[config.mk]
export PLATFORM = sky130hd
export DESIGN_NAME = threshold_centroid_tracker
export DESIGN_NICKNAME = d
export VERILOG_FILES = /design/src/tct_pkg.sv /design/src/threshold_centroid_tracker.sv /design/src/tct_front.sv /design/src/tct_fifo.sv /design/src/tct_back.sv
export SDC_FILE = /design/constraint.sdc
export NUM_CORES = 1
export LEC_CHECK = 0
export ABC_AREA = 1
export BUFFER_PORTS_ARGS = -buffer_cell sky130_fd_sc_hd__buf_2
export CAP_MARGIN = 20
export CORE_MARGIN = 3
export CORE_UTILIZATION = 55
export DETAILED_ROUTE_END_ITERATION = 8
export PLACE_DENSITY = 0.86
export SYNTH_ARGS = -nofsm -noshare
export SYNTH_HDL_FRONTEND = slang
export SYNTH_SLANG_ARGS = --single-unit
[constraint.sdc]
create_clock -name clk -period 6.07 [get_ports clk]
set_input_delay 1.214 -clock clk [delete_from_list [all_inputs] [get_ports clk]]
set_output_delay 1.214 -clock clk [all_outputs]
set_load 0.02 [all_outputs]
[src/tct_pkg.sv]
// ----------------------------------------------------------------------------
// tct_pkg
// Shared types, register indexes and helpers for the centroid tracker.
// ----------------------------------------------------------------------------
package tct_pkg;

    // Configuration register indexes
    localparam logic [1:0] REG_DARK_THRESHOLD = 2'd0;
    localparam logic [1:0] REG_FRAME_COLUMNS  = 2'd1;
    localparam logic [1:0] REG_FRAME_ROWS     = 2'd2;

    // Register and port widths
    localparam int THRESH_W  = 9;
    localparam int FSIZE_W   = 11;
    localparam int CFG_IDX_W = 2;
    localparam int CFG_DAT_W = 11;
    localparam int PIXEL_W   = 8;
    localparam int CENTER_W  = 10;
    localparam int DELTA_W   = 11;
    localparam int QCOUNT_W  = 21;

    // Internal frame size width, large enough for the biggest legal frame limit
    localparam int SIZE_W = 13;

    // Reset values of the configuration registers
    localparam logic [THRESH_W-1:0] THRESH_RST = 9'd128;
    localparam logic [FSIZE_W-1:0]  COLS_RST   = 11'd160;
    localparam logic [FSIZE_W-1:0]  ROWS_RST   = 11'd120;

    // Occupancy flags of a queue
    typedef struct packed {
        logic full;
        logic empty;
    } queue_status_t;

    // Frame size as used: zero reads as one, large values saturate at the limit
    function automatic logic [SIZE_W-1:0] clamp_size(input logic [FSIZE_W-1:0] v,
                                                     input logic [SIZE_W-1:0] limit);
        logic [SIZE_W-1:0] ext;
        ext = SIZE_W'(v);
        if (ext == '0)
            return SIZE_W'(1);
        else if (ext > limit)
            return limit;
        else
            return ext;
    endfunction

endpackage

[src/threshold_centroid_tracker.sv]
// ----------------------------------------------------------------------------
// threshold_centroid_tracker
// Dark-blob centroid and frame-to-frame motion from a raster pixel stream.
// ----------------------------------------------------------------------------
// Pixels are taken one per clock while full is low. Each frame's column sum,
// row sum and dark-pixel count go into a two-entry queue; the back end divides
// both sums by the count with a restoring divider that produces one quotient
// bit per cycle, and the divider takes up a new frame only once it has
// finished the last one and handed its result to the output word. Full rises
// when two frames' totals are waiting behind the divider, either because frames
// arrive faster than the divider finishes them or because results are not
// being popped. Results are held in an output word until popped; the divider
// starts on the next frame as soon as it is idle.
module threshold_centroid_tracker import tct_pkg::*; #(
    parameter int MAX_COLUMNS = 1024,
    parameter int MAX_ROWS    = 1024
) (
    input  logic                      clk,
    input  logic                      rst_n,
    input  logic                      write_enable,
    input  logic [CFG_IDX_W-1:0]      write_index,
    input  logic [CFG_DAT_W-1:0]      write_data,
    input  logic                      push,
    output logic                      full,
    input  logic [PIXEL_W-1:0]        pixel_value,
    output logic                      empty,
    input  logic                      pop,
    output logic [CENTER_W-1:0]       center_x,
    output logic [CENTER_W-1:0]       center_y,
    output logic signed [DELTA_W-1:0] delta_x,
    output logic signed [DELTA_W-1:0] delta_y,
    output logic [QCOUNT_W-1:0]       qualifying_count
);

    localparam int CW    = $clog2(MAX_COLUMNS);
    localparam int RW    = $clog2(MAX_ROWS);
    localparam int CNTW  = $clog2(MAX_COLUMNS*MAX_ROWS+1);
    localparam int CSUMW = CNTW + CW;
    localparam int RSUMW = CNTW + RW;
    localparam int QDW   = CSUMW + RSUMW + CNTW;

    logic               accept;
    logic               frame_done;
    logic [CSUMW-1:0]   f_col_sum, b_col_sum;
    logic [RSUMW-1:0]   f_row_sum, b_row_sum;
    logic [CNTW-1:0]    f_count, b_count;
    logic [QDW-1:0]     q_rd_data;
    logic               q_pop;
    queue_status_t      q_status;

    assign full   = q_status.full;
    assign accept = push && !q_status.full;
    assign {b_col_sum, b_row_sum, b_count} = q_rd_data;

    tct_front #(
        .MAX_COLUMNS (MAX_COLUMNS),
        .MAX_ROWS    (MAX_ROWS)
    ) u_front (
        .clk          (clk),
        .rst_n        (rst_n),
        .write_enable (write_enable),
        .write_index  (write_index),
        .write_data   (write_data),
        .accept       (accept),
        .pixel_value  (pixel_value),
        .frame_done   (frame_done),
        .col_sum      (f_col_sum),
        .row_sum      (f_row_sum),
        .pix_count    (f_count)
    );

    tct_fifo #(
        .WIDTH (QDW)
    ) u_fifo (
        .clk     (clk),
        .rst_n   (rst_n),
        .wr_en   (frame_done),
        .wr_data ({f_col_sum, f_row_sum, f_count}),
        .rd_en   (q_pop),
        .rd_data (q_rd_data),
        .status  (q_status)
    );

    tct_back #(
        .MAX_COLUMNS (MAX_COLUMNS),
        .MAX_ROWS    (MAX_ROWS)
    ) u_back (
        .clk              (clk),
        .rst_n            (rst_n),
        .q_status         (q_status),
        .col_sum          (b_col_sum),
        .row_sum          (b_row_sum),
        .pix_count        (b_count),
        .q_pop            (q_pop),
        .pop              (pop),
        .empty            (empty),
        .center_x         (center_x),
        .center_y         (center_y),
        .delta_x          (delta_x),
        .delta_y          (delta_y),
        .qualifying_count (qualifying_count)
    );

endmodule

[src/tct_front.sv]
// ----------------------------------------------------------------------------
// tct_front
// Pixel front end: configuration registers, raster position tracking and
// per-frame accumulation of column sum, row sum and dark-pixel count.
// ----------------------------------------------------------------------------
module tct_front import tct_pkg::*; #(
    parameter int MAX_COLUMNS = 1024,
    parameter int MAX_ROWS    = 1024
) (
    input  logic                  clk,
    input  logic                  rst_n,
    input  logic                  write_enable,
    input  logic [CFG_IDX_W-1:0]  write_index,
    input  logic [CFG_DAT_W-1:0]  write_data,
    input  logic                  accept,
    input  logic [PIXEL_W-1:0]    pixel_value,
    output logic                  frame_done,
    output logic [($clog2(MAX_COLUMNS*MAX_ROWS+1)+$clog2(MAX_COLUMNS))-1:0] col_sum,
    output logic [($clog2(MAX_COLUMNS*MAX_ROWS+1)+$clog2(MAX_ROWS))-1:0]    row_sum,
    output logic [$clog2(MAX_COLUMNS*MAX_ROWS+1)-1:0]                        pix_count
);

    localparam int CW    = $clog2(MAX_COLUMNS);
    localparam int RW    = $clog2(MAX_ROWS);
    localparam int CNTW  = $clog2(MAX_COLUMNS*MAX_ROWS+1);
    localparam int CSUMW = CNTW + CW;
    localparam int RSUMW = CNTW + RW;
    localparam logic [SIZE_W-1:0] COL_LIMIT = SIZE_W'(MAX_COLUMNS);
    localparam logic [SIZE_W-1:0] ROW_LIMIT = SIZE_W'(MAX_ROWS);

    logic [THRESH_W-1:0] thresh_reg;
    logic [FSIZE_W-1:0]  cols_cfg_reg;
    logic [FSIZE_W-1:0]  rows_cfg_reg;
    logic [CW-1:0]       col_pos_reg, col_pos_next;
    logic [RW-1:0]       row_pos_reg, row_pos_next;
    logic [CSUMW-1:0]    csum_reg;
    logic [RSUMW-1:0]    rsum_reg;
    logic [CNTW-1:0]     cnt_reg;
    logic [SIZE_W-1:0]   cols, rows;
    logic                dark, col_last, row_last;

    // Configuration writes
    always_ff @(posedge clk or negedge rst_n)
    begin
        if (!rst_n)
        begin
            thresh_reg   <= THRESH_RST;
            cols_cfg_reg <= COLS_RST;
            rows_cfg_reg <= ROWS_RST;
        end
        else if (write_enable)
        begin
            unique case (write_index)
                REG_DARK_THRESHOLD: thresh_reg   <= write_data[THRESH_W-1:0];
                REG_FRAME_COLUMNS:  cols_cfg_reg <= write_data[FSIZE_W-1:0];
                REG_FRAME_ROWS:     rows_cfg_reg <= write_data[FSIZE_W-1:0];
                default:            ;
            endcase
        end
    end

    // Dark test, position, end-of-row / end-of-frame detection and next running sums
    always_comb
    begin
        cols     = clamp_size(cols_cfg_reg, COL_LIMIT);
        rows     = clamp_size(rows_cfg_reg, ROW_LIMIT);
        dark     = {1'b0, pixel_value} < thresh_reg;
        col_last = (SIZE_W'(col_pos_reg) + SIZE_W'(1)) >= cols;
        row_last = (SIZE_W'(row_pos_reg) + SIZE_W'(1)) >= rows;
        col_pos_next = col_last ? '0 : col_pos_reg + CW'(1);
        row_pos_next = row_pos_reg;
        if (col_last)
            row_pos_next = row_last ? '0 : row_pos_reg + RW'(1);
        frame_done = accept && col_last && row_last;
        col_sum    = csum_reg + (dark ? CSUMW'(col_pos_reg) : '0);
        row_sum    = rsum_reg + (dark ? RSUMW'(row_pos_reg) : '0);
        pix_count  = cnt_reg + (dark ? CNTW'(1) : '0);
    end

    // Running sums, cleared once a frame's totals go to the queue
    always_ff @(posedge clk or negedge rst_n)
    begin
        if (!rst_n)
        begin
            col_pos_reg <= '0;
            row_pos_reg <= '0;
            csum_reg    <= '0;
            rsum_reg    <= '0;
            cnt_reg     <= '0;
        end
        else if (accept)
        begin
            col_pos_reg <= col_pos_next;
            row_pos_reg <= row_pos_next;
            if (frame_done)
            begin
                csum_reg <= '0;
                rsum_reg <= '0;
                cnt_reg  <= '0;
            end
            else
            begin
                csum_reg <= col_sum;
                rsum_reg <= row_sum;
                cnt_reg  <= pix_count;
            end
        end
    end

endmodule

[src/tct_fifo.sv]
// ----------------------------------------------------------------------------
// tct_fifo
// Two-entry queue carrying frame totals from the front end to the divider.
// ----------------------------------------------------------------------------
module tct_fifo import tct_pkg::*; #(
    parameter int WIDTH = 8
) (
    input  logic             clk,
    input  logic             rst_n,
    input  logic             wr_en,
    input  logic [WIDTH-1:0] wr_data,
    input  logic             rd_en,
    output logic [WIDTH-1:0] rd_data,
    output queue_status_t    status
);

    logic [WIDTH-1:0] mem [2];
    logic             wr_ptr_reg;
    logic             rd_ptr_reg;
    logic [1:0]       fill_reg;

    assign status.full  = fill_reg == 2'd2;
    assign status.empty = fill_reg == 2'd0;
    assign rd_data      = mem[rd_ptr_reg];

    // Storage
    always_ff @(posedge clk)
    begin
        if (wr_en)
            mem[wr_ptr_reg] <= wr_data;
    end

    // Pointers and fill level
    always_ff @(posedge clk or negedge rst_n)
    begin
        if (!rst_n)
        begin
            wr_ptr_reg <= 1'b0;
            rd_ptr_reg <= 1'b0;
            fill_reg   <= 2'd0;
        end
        else
        begin
            if (wr_en)
                wr_ptr_reg <= ~wr_ptr_reg;
            if (rd_en)
                rd_ptr_reg <= ~rd_ptr_reg;
            if (wr_en && !rd_en)
                fill_reg <= fill_reg + 2'd1;
            else if (rd_en && !wr_en)
                fill_reg <= fill_reg - 2'd1;
        end
    end

endmodule

[src/tct_back.sv]
// ----------------------------------------------------------------------------
// tct_back
// Result back end: bit-serial division of both sums by the count, delta
// against the previous centroid, and the result word register.
// ----------------------------------------------------------------------------
module tct_back import tct_pkg::*; #(
    parameter int MAX_COLUMNS = 1024,
    parameter int MAX_ROWS    = 1024
) (
    input  logic                clk,
    input  logic                rst_n,
    input  queue_status_t       q_status,
    input  logic [($clog2(MAX_COLUMNS*MAX_ROWS+1)+$clog2(MAX_COLUMNS))-1:0] col_sum,
    input  logic [($clog2(MAX_COLUMNS*MAX_ROWS+1)+$clog2(MAX_ROWS))-1:0]    row_sum,
    input  logic [$clog2(MAX_COLUMNS*MAX_ROWS+1)-1:0]                        pix_count,
    output logic                q_pop,
    input  logic                pop,
    output logic                empty,
    output logic [CENTER_W-1:0] center_x,
    output logic [CENTER_W-1:0] center_y,
    output logic signed [DELTA_W-1:0] delta_x,
    output logic signed [DELTA_W-1:0] delta_y,
    output logic [QCOUNT_W-1:0] qualifying_count
);

    localparam int CW    = $clog2(MAX_COLUMNS);
    localparam int RW    = $clog2(MAX_ROWS);
    localparam int CNTW  = $clog2(MAX_COLUMNS*MAX_ROWS+1);
    localparam int QW    = (CW > RW) ? CW : RW;
    localparam int NUMW  = CNTW + QW;
    localparam int CNTXW = (CNTW > QCOUNT_W) ? CNTW : QCOUNT_W;
    localparam int STPW  = $clog2(QW + 1);

    localparam logic [1:0] ST_IDLE = 2'd0;
    localparam logic [1:0] ST_DIV  = 2'd1;
    localparam logic [1:0] ST_WAIT = 2'd2;

    logic [1:0]          state_reg, state_next;
    logic [STPW-1:0]     step_reg;
    logic [CNTW-1:0]     den_reg;
    logic [CNTW-1:0]     xrem_reg, yrem_reg, xrem_next, yrem_next;
    logic [QW-1:0]       xq_reg, yq_reg, xq_next, yq_next;
    logic [NUMW-1:0]     xnum, ynum;
    logic [CNTW:0]       xtrial, ytrial;
    logic                xge, yge;
    logic [CENTER_W-1:0] cx, cy;
    logic [CENTER_W-1:0] prev_x_reg, prev_y_reg;
    logic                out_valid_reg;
    logic                out_free;

    assign xnum     = NUMW'(col_sum);
    assign ynum     = NUMW'(row_sum);
    assign out_free = !out_valid_reg || pop;
    assign q_pop    = (state_reg == ST_IDLE) && !q_status.empty;
    assign empty    = !out_valid_reg;

    // One restoring division step per cycle on each sum
    always_comb
    begin
        xtrial    = {xrem_reg, xq_reg[QW-1]};
        ytrial    = {yrem_reg, yq_reg[QW-1]};
        xge       = xtrial >= {1'b0, den_reg};
        yge       = ytrial >= {1'b0, den_reg};
        xrem_next = xge ? CNTW'(xtrial - {1'b0, den_reg}) : xtrial[CNTW-1:0];
        yrem_next = yge ? CNTW'(ytrial - {1'b0, den_reg}) : ytrial[CNTW-1:0];
        xq_next   = (xq_reg << 1) | QW'(xge);
        yq_next   = (yq_reg << 1) | QW'(yge);
    end

    // Centroid, forced to zero for a frame with no dark pixel
    always_comb
    begin
        if (den_reg == '0)
        begin
            cx = '0;
            cy = '0;
        end
        else
        begin
            cx = CENTER_W'(xq_reg);
            cy = CENTER_W'(yq_reg);
        end
    end

    // Sequencer
    always_comb
    begin
        state_next = state_reg;
        unique case (state_reg)
            ST_IDLE: if (!q_status.empty) state_next = ST_DIV;
            ST_DIV:  if (step_reg == STPW'(QW - 1)) state_next = ST_WAIT;
            ST_WAIT: if (out_free) state_next = ST_IDLE;
            default: state_next = ST_IDLE;
        endcase
    end

    always_ff @(posedge clk or negedge rst_n)
    begin
        if (!rst_n)
        begin
            state_reg <= ST_IDLE;
            step_reg  <= '0;
        end
        else
        begin
            state_reg <= state_next;
            if (state_reg == ST_DIV)
                step_reg <= step_reg + STPW'(1);
            else
                step_reg <= '0;
        end
    end

    // Divider datapath
    always_ff @(posedge clk)
    begin
        if (q_pop)
        begin
            den_reg  <= pix_count;
            xrem_reg <= xnum[NUMW-1:QW];
            yrem_reg <= ynum[NUMW-1:QW];
            xq_reg   <= xnum[QW-1:0];
            yq_reg   <= ynum[QW-1:0];
        end
        else if (state_reg == ST_DIV)
        begin
            xrem_reg <= xrem_next;
            yrem_reg <= yrem_next;
            xq_reg   <= xq_next;
            yq_reg   <= yq_next;
        end
    end

    // Result word and previous centroid
    always_ff @(posedge clk or negedge rst_n)
    begin
        if (!rst_n)
        begin
            out_valid_reg <= 1'b0;
            prev_x_reg    <= '0;
            prev_y_reg    <= '0;
        end
        else
        begin
            if (state_reg == ST_WAIT && out_free)
            begin
                out_valid_reg <= 1'b1;
                prev_x_reg    <= cx;
                prev_y_reg    <= cy;
            end
            else if (pop)
                out_valid_reg <= 1'b0;
        end
    end

    always_ff @(posedge clk)
    begin
        if (state_reg == ST_WAIT && out_free)
        begin
            center_x         <= cx;
            center_y         <= cy;
            delta_x          <= DELTA_W'({1'b0, cx} - {1'b0, prev_x_reg});
            delta_y          <= DELTA_W'({1'b0, cy} - {1'b0, prev_y_reg});
            qualifying_count <= QCOUNT_W'(CNTXW'(den_reg));
        end
    end

endmodule
==> flow_summary.ini <==
[timing]
fin_ws_ps = 1880
fin_crit_ps = 4190
slew_viol_final = 0
finalSetupViolCount = 0
hold_slack_ps = 458
fin_worst_skew_ps = 31.3
hold_viol_final = 0
maxClockFrequency_ghz = 0.239
maxSlewHeadroom = 0.325
tns_ps = 0
rsz0062_at_grt = no
tightest_slew_ps = 1010
period_share = 0.690

[synthesis]
synth.largest_area_cell = edfxtp_1
synth_seq_cells = 477
avgSynthCellArea_um2 = 8.50
yosys-top-cells-count = 1116 x nand2_1, 353 x inv_1, 312 x edfxtp_1
synth_area_leaders = edfxtp_1 35%, nand2_1 16%, dfrtp_1 15%, ha_1 5.6%, inv_1 5.0%
synth_nets = 3261
netlist-cell-type-count = 54
yosys_warnings = 0
synth_edf_count = 312
synth_ff_type = edfxtp_1
synth-seq-area-share = 0.511
synth_most_common_cell = nand2_1
syn_inst = 3111
synth_top_area_frac = 0.354
syn_area_um2 = 26400
async_flop_share = 0.346

[placement]
place.gp.congestion = 0.953
dp.cells = 3740
dp_hpwl_um = 43800
io_buffers = 90
dp_slack_ps = 1400
place_area_um2 = 27400

[worst_setup_path]
cp-end-kind = register
rrSetupSlack_ps = 1880
reg2reg_from = u_front.row_pos_reg[0]$_DFFE_PN0P_
rr_worst_depth = 15
critical_path_buf_inv_count = 2
crit_start = u_front.row_pos_reg[0]$_DFFE_PN0P_
crit_fanout = 43
max_stage_delay_ps = 550
rr_endpoint = u_fifo.mem[1][56]$_DFFE_PP_
required_ps = 6310
critical_path_class = register to register
cp_slowest_cell = buf_4
crit_top_cell = nand2_1
cp.arrival_ps = 4430
crit_chain = ha_1, nand2_1, nor4_1, nand4_1, nand2_1, inv_1, ha_1, nand2_1, o21bai_1, a21oi_1, nor2_1, nand3_1, nand3_4, nor2_4, buf_4
crit_family = simple AND/OR/NAND/NOR gates
startpoint_type = register

[clock_network]
post_cts_resized = 0
cts_tree = built
clock_sinks = 477
path_clk_slew_ps = 60
clock_latency_ps = 630
clk_path_buf_depth = 3
cts_root_buf = clkbuf_16
cts_hold_buf = 0
htree_levels = 2
cts_setup_buffers = 0
numCtsBuffers = 49

[detailed_routing]
routed-via-count = 21339
finalWirelength_um = 63500
ant_nets = 0
wl_per_cell_um = 16.6
dr.pass1.iters = 6
via_per_inst = 5.57
drc = 0
drt-initial-drc-count = 2058

[floorplan]
die-area_um2 = 50800
core_um2 = 47100
fp.dieH_um = 225
placementRows = 79
io_pins = 91
start_util = 0.562
die_w_um = 225

[grt]
grt_pass1_vias = 20536
antenna_found_initial = 0
track_usage = 0.253
grt_pass1_wl_um = 104000
grt_max_degree = 84
overflow = 0

[layout]
drive_above_1_share = 0.0832
final_util = 0.617
num_antenna_cells = 0
largest_reg_flops = 166
fin_cells = 3830
final_area_um2 = 29000
nets = 3334
synthToLayoutAreaGrowth_pct = 9.83
fill_cells = 3772

[hold_path]
holdCritStartpoint = u_back.den_reg[10]$_DFFE_PP_
min_path_type = register to register
min_path_cells = 0
worstHoldEndpoint = u_back.qualifying_count[10]$_DFFE_PP_

[pwr]
power_mw = 14.8
leakage_nw = 13.8
power.density_nw_per_um2 = 509
vdd_drop_max_v = 0.000254

[job]
maxCapViolCount = 0

[outcome]
status = complete, no violations
[per-layer routing]
layer  up-vias  GRT usage  share of wire
met4         0     0.0849          0.028
met3       123     0.0464          0.083
met2       932      0.417           0.47
li1      10315          -              -
met5         -          0              0
met1      9969      0.341           0.42
[worst reg2reg max path: cells and delay by family, from the launching register on]
kind	cells	cell delay (ps)
adders and majority gates	2	520
buffers and inverters	2	620
AOI/OAI and AO/OA	2	300
and+or+nand+nor	9	1940
DFF	1	440
[logic make-up after synthesis]
| group | count (synthesis) | share of synthesized area |
|---|---|---|
| AOI/OAI and AO/OA | 238 | 0.0492 |
| xor gates and xnor gates | 92 | 0.0305 |
| adders and majority gates | 124 | 0.0604 |
| buffers and inverters | 446 | 0.0664 |
| DFF | 477 | 0.511 |
| muxes | 2 | 0.000757 |
| and+or+nand+nor | 1732 | 0.282 |
[worst max-delay path by stage]
stage                                                   to  slack (ps)  depth (start not counted)
after floorplan                 u_fifo.mem[0][0]$_DFFE_PP_        1170                         15
after global placement         u_fifo.mem[0][32]$_DFFE_PP_        1510                         14
after detailed placement  u_front.csum_reg[26]$_DFFE_PN0P_        1400                         20
after CTS                      u_fifo.mem[1][80]$_DFFE_PP_        1910                         15
after global routing           u_fifo.mem[0][56]$_DFFE_PP_        1580                         15
final                          u_fifo.mem[1][56]$_DFFE_PP_        1880                         15
[placed cells by master, fill, tap and decap left out, types with 9 or more instances in the layout]
| cell | instances |
|---|---|
| a21oi_1 | 73 |
| a31oi_1 | 20 |
| buf_2 | 89 |
| buf_4 | 16 |
| clkbuf_16 | 49 |
| dfrtp_1 | 157 |
| edfxtp_1 | 312 |
| ha_1 | 118 |
| inv_1 | 353 |
| nand2_1 | 1115 |
| nand2_2 | 18 |
| nand3_1 | 228 |
| nand3_2 | 14 |
| nand3b_1 | 48 |
| nand4_1 | 40 |
| nor2_1 | 181 |
| nor2_2 | 9 |
| nor3_1 | 38 |
| o21ai_0 | 107 |
| xnor2_1 | 32 |
| xor2_1 | 60 |
[final cells by class]
cell class | count | area, um2 | area share
clock inverter | 30 | 304 | 0.0105
tap | 607 | 759 | 0.0261
sequential | 477 | 13500 | 0.465
multi-input combinational | 2188 | 11200 | 0.387
timing repair buffer | 106 | 577 | 0.0199
inverter | 362 | 1360 | 0.0468
clock buffer | 60 | 1300 | 0.0447
[where the power goes]
group          internal, mW  total [mW]  switching [mW]
Combinational          2.24        6.74            4.50
Clock                  1.67        3.01            1.34
Sequential             4.55        5.04           0.484
Total                  8.47        14.8            6.33
(Power assumes the default switching activity.)
